**config.mk**
```make
export PLATFORM = sky130hd
export DESIGN_NAME = tpc_mul
export DESIGN_NICKNAME = d
export VERILOG_FILES = /design/src/rtl/tpc_pkg.sv /design/src/rtl/tpc_mul.sv
export SDC_FILE = /design/constraint.sdc
export NUM_CORES = 1
export LEC_CHECK = 0
export ABC_AREA = 1
export BUFFER_PORTS_ARGS = -buffer_cell sky130_fd_sc_hd__buf_4
export CAP_MARGIN = 20
export CORE_MARGIN = 2
export CORE_UTILIZATION = 35
export DETAILED_ROUTE_END_ITERATION = 8
export MAX_ROUTING_LAYER = met4
export PLACE_DENSITY = 0.51
export SLEW_MARGIN = 20
export SYNTH_ARGS = -nofsm -noshare
export SYNTH_HDL_FRONTEND = slang
export SYNTH_SLANG_ARGS = --single-unit
export TNS_END_PERCENT = 50
```
**constraint.sdc**
```tcl
create_clock -name clk_i -period 1.2 [get_ports clk_i]
set_clock_uncertainty 0.2 [all_clocks]
set_input_delay 0.06 -clock clk_i [delete_from_list [all_inputs] [get_ports clk_i]]
set_output_delay 0.06 -clock clk_i [all_outputs]
set_load 0.05 [all_outputs]
```
**src/rtl/tpc_pkg.sv**
```systemverilog
`default_nettype none

package tpc_pkg;

  // width of the curvature word and of the root search
  localparam int OUT_W = 32;

  // multiplier digit: bits of the second operand folded in per stage
  localparam int MUL_DIGIT = 8;

  // output tuser bit positions
  localparam int USER_DEGENERATE = 0;
  localparam int USER_SATURATED  = 1;
  localparam int USER_W          = 2;

  typedef struct packed {
    logic neg;
    logic deg;
  } tpc_flags_t;

endpackage

`default_nettype wire

```
**src/rtl/tpc_mul.sv**
```systemverilog
`default_nettype none

// unsigned pipelined multiplier, one digit of b per stage, side data rides along
module tpc_mul
  import tpc_pkg::*;
#(
  parameter int AW     = 8,
  parameter int BW     = 8,
  parameter int DB     = MUL_DIGIT,
  parameter int SIDE_W = 1
) (
  input  wire logic              clk_i,
  input  wire logic              rst_ni,
  input  wire logic              en_i,
  input  wire logic              valid_i,
  input  wire logic [AW-1:0]     a_i,
  input  wire logic [BW-1:0]     b_i,
  input  wire logic [SIDE_W-1:0] side_i,
  output logic                   valid_o,
  output logic [AW+BW-1:0]       p_o,
  output logic [SIDE_W-1:0]      side_o
);

  localparam int NS  = (BW + DB - 1) / DB;
  localparam int BPW = NS * DB;
  localparam int PW  = AW + BW;

  logic [PW-1:0]     acc_q  [NS];
  logic [AW-1:0]     a_q    [NS];
  logic [BPW-1:0]    b_q    [NS];
  logic [SIDE_W-1:0] side_q [NS];
  logic              vld_q  [NS];

  for (genvar k = 0; k < NS; k++) begin : g_stage
    logic [PW-1:0]     acc_in;
    logic [AW-1:0]     a_in;
    logic [BPW-1:0]    b_in;
    logic [SIDE_W-1:0] side_in;
    logic              vld_in;
    logic [AW+DB-1:0]  pp;

    if (k == 0) begin : g_first
      assign acc_in  = '0;
      assign a_in    = a_i;
      assign b_in    = BPW'(b_i);
      assign side_in = side_i;
      assign vld_in  = valid_i;
    end else begin : g_next
      assign acc_in  = acc_q[k-1];
      assign a_in    = a_q[k-1];
      assign b_in    = b_q[k-1];
      assign side_in = side_q[k-1];
      assign vld_in  = vld_q[k-1];
    end

    assign pp = a_in * b_in[k*DB +: DB];

    always_ff @(posedge clk_i or negedge rst_ni) begin
      if (!rst_ni) begin
        vld_q[k] <= 1'b0;
      end else if (en_i) begin
        vld_q[k] <= vld_in;
      end
    end

    always_ff @(posedge clk_i) begin
      if (en_i) begin
        acc_q[k]  <= acc_in + (PW'(pp) << (k * DB));
        a_q[k]    <= a_in;
        b_q[k]    <= b_in;
        side_q[k] <= side_in;
      end
    end
  end

  assign valid_o = vld_q[NS-1];
  assign p_o     = acc_q[NS-1];
  assign side_o  = side_q[NS-1];

endmodule

`default_nettype wire

```
==> impl_metrics.csv <==
group,metric,value,unit
run_status,run_status,"finished with violations",
run_status,violations,"setup timing",
power,post-layout-total-power,7.37,mW
sta,rsz_0062_raised_after_global_routing,"true",
synthesis,synth_ff_type,"sky130_fd_sc_hd__edfxtp_1",
sta,slew_at_the_pin_closest_to_its_max_slew_limit,244,ps
final_layout,non_filler_cells_in_the_finished_layout,571,
final_layout,area_delta_synth_final,36.5,%
die,io_pins,39,
sta,slew_headroom,83.7,%
final_layout,antenna_cells,0,
clocking,clock_buffer_depth,2,
sta,report.final.setup_viol,14,
worst_setup_path,crit_fanout,6,
die,die_height,95.9,microns
global_route,antenna_found_initial,0,
min_path,hold_depth,4,
die,floorplan.die.width,95.9,microns
worst_setup_path,worst_r2r_endpoint,"valid_o",
min_path,hold_path_end,"acc_q[0][0]",
flow_run,max_cap_viol_count,0,
synthesis,synth_top_cell_by_area,"sky130_fd_sc_hd__fa_1",
routing,mean_routed_wirelength_per_cell,10.7,microns
final_layout,nNetsFinal,560,
synthesis,synthArstFlopShare,5.56,%
clocking,worst_skew_pair.late_latency,250,ps
synthesis,yosys_register_bits,18,
final_layout,final_core_utilization,49.0,%
power,vdd_drop_max,647,uV
global_route,globalRouteMet3Util,1.41,%
routing,route.detailed.vias_per_inst,4.28,
worst_setup_path,crit_type,"in2reg",
routing,route.antenna.remaining_nets,0,
die,initial_cell_density_of_the_core,35.9,%
clocking,cts-buffers-inserted,3,
global_route,overflow,0,
synthesis,synth_largest_type_area_fraction,24.4,%
global_route,use_met1,18.9,%
worst_setup_path,r2r_start,"valid_o",
die,core-area,8220,sq um
worst_setup_path,arrival,3200,ps
synthesis,synth.avg_cell_area,7.49,sq um
global_route,grt.busiest_layer,"met2",
sta,timing.final.crit_period,3390,ps
power,power.leakage,2.42,nW
min_path,hp-start,"a_i[0]",
synthesis,post-synth-top-count-cell,"sky130_fd_sc_hd__inv_1",
sta,setup_ws,-2190,ps
worst_setup_path,reg2reg_slack,260,ps
routing,vias,2446,
min_path,hp-class,"in2reg",
clocking,tritoncts,"yes",
placement,buffer_ports.inserted,38,
sta,timing_max_transition_violations_final,0,
synthesis,synth.top_cells.by_area,"sky130_fd_sc_hd__fa_1 (24%), sky130_fd_sc_hd__edfxtp_1 (17%), sky130_fd_sc_hd__inv_1 (16%)",
synthesis,synth.net_count,487,
global_route,grt_max_degree,12,
clocking,clkTransAtPathRegs,70,ps
synthesis,number_of_enable_flip_flop_cells_after_synthesis,17,
placement,place.gp.congestion,0.821,
clocking,clock-root-buffer,"sky130_fd_sc_hd__clkbuf_8",
global_route,grt_usage,15.1,%
routing,drt_pre_antenna_iters,4,
global_route,met2_usage,27.7,%
global_route,grt_first_pass_wirelength,10900,microns
synthesis,syn_area,2950,sq um
placement,place.detailed.hpwl,5140,microns
routing,drt_first_iter_violations,80,
die,die_area,9190,sq um
synthesis,synth_common_cells,"sky130_fd_sc_hd__inv_1 (123), sky130_fd_sc_hd__nand2_1 (122), sky130_fd_sc_hd__fa_1 (36), sky130_fd_sc_hd__ha_1 (36), sky130_fd_sc_hd__edfxtp_1 (17)",
power,power-per-cell-area,1830,nW/um^2
worst_setup_path,cp-start-kind,"primary input",
die,placement_rows,33,
worst_setup_path,critPathRequiredTime,1010,ps
clocking,count_of_h_tree_levels_built_during_cts,1,
sta,hold_violations,0,
clocking,cts_num_sinks,18,
synthesis,number_of_cells_produced_by_synthesis,394,
sta,setup-tns-final,-25640,ps
synthesis,ys.warnings.count,0,
placement,dp.cells,556,
routing,count_of_unresolved_drc_violations_after_routing,0,
synthesis,seq_area_frac_synth,18.1,%
global_route,first_global_vias,2506,
worst_setup_path,worstSetupEndpointType,"register",
routing,drt-total-wl,6100,microns
sta,final_min_period_over_clock_period,282,%
synthesis,library_cells_used_by_synthesis,18,
final_layout,drive_gt1_share,32.6,%
worst_setup_path,timing.reg2reg.worst_path_depth,1,
sta,max_clock_freq,295,MHz
==> layout make-up <==
cell class / count / area [sq um]
Fill cell: 833 / 4190
Multi-Input combinational cell: 234 / 2130
Timing Repair Buffer: 84 / 701
Sequential cell: 18 / 536
Inverter: 126 / 473
Tap cell: 105 / 131
Clock buffer: 4 / 55.1
==> worst max-delay path, cell delays in order <==
cell and delay, ps:
sky130_fd_sc_hd__buf_4 140, sky130_fd_sc_hd__nand2_1 60, sky130_fd_sc_hd__inv_1 50, sky130_fd_sc_hd__fa_1 550, sky130_fd_sc_hd__fa_1 440, sky130_fd_sc_hd__fa_1 510, sky130_fd_sc_hd__inv_1 50, sky130_fd_sc_hd__fa_1 490
sky130_fd_sc_hd__inv_2 40, sky130_fd_sc_hd__ha_4 300, sky130_fd_sc_hd__nand2_2 70, sky130_fd_sc_hd__inv_2 70, sky130_fd_sc_hd__nand2_2 70, sky130_fd_sc_hd__nand2_1 80, sky130_fd_sc_hd__nand2_2 70, sky130_fd_sc_hd__nand4_1 80
sky130_fd_sc_hd__nand2_1 60
==> sequential cells by signal, summed over array words and instances (netlist names) <==
signal   cells
acc_q       16
side_q       1
valid_o      1
==> kinds of logic after synthesis <==
group	after synthesis	share of synthesized area (%)
buffers and inverters	142	18.1
DFF	18	18.1
xor gates and xnor gates	7	2.08
AOI/OAI and AO/OA	4	0.678
adders and majority gates	72	39.7
muxes	1	0.381
and+or+nand+nor	150	21.0
==> stage by stage <==
stage | setup WS, ps | hold slack (ps) | cell area (sq um)
2_1_floorplan | -2340 | -436 | 3100
3_3_place_gp | -2530 | -365 | 3650
3_5_place_dp | -2530 | -364 | 3650
4_1_cts | -2190 | 56.2 | 3920
5_1_grt | -2340 | 115 | 4030
6_report | -2190 | 72.5 | 4030
==> metal layers <==
layer / vias to the layer above / share of wire [%]
li1: 1267 / -
met1: 1148 / 46
met2: 29 / 52
met3: 2 / 2.2
met4: 0 / 0.31
met5: - / 0
==> layout by cell type (no fill, tap or decap), drive strengths merged <==
master,instances
a21oi,4
buf,78
clkbuf,4
dfrtp,1
dlygate4sd3,6
edfxtp,17
fa,36
ha,36
inv,126
mux2,1
nand2,126
nand3,12
nand4,5
nor2,7
xnor2,1
xor2,6
==> worst max-delay path by stage <==
| stage | start | endpoint | slack (ps) | cells after the start |
|---|---|---|---|---|
| after detailed placement | a_i[3] | acc_q[0][14] | -2530 | 19 |
| after floorplan | b_i[4] | acc_q[0][14] | -2340 | 19 |
| final | b_i[7] | acc_q[0][15] | -2190 | 17 |
| after global routing | a_i[3] | acc_q[0][14] | -2340 | 17 |
| after CTS | a_i[3] | acc_q[0][14] | -2190 | 17 |
| after global placement | a_i[3] | acc_q[0][12] | -2530 | 13 |
==> power by group <==
part,switching [mW],internal (mW)
logic,3.36,2.44
registers,0.0487,1.04
clock network,0.192,0.291
==> timing repair <==
action | in CTS | in global routing
buffers inserted | 3 | 2
gates cloned | 0 | 0
pin swaps | 33 | 16
endpoints found under the setup margin | 14 | 15
endpoints found under the hold margin | 12 | 0
hold buffers | 6 | 0
gates resized for setup | 37 | 29
Power figures use the tool's default switching activity.
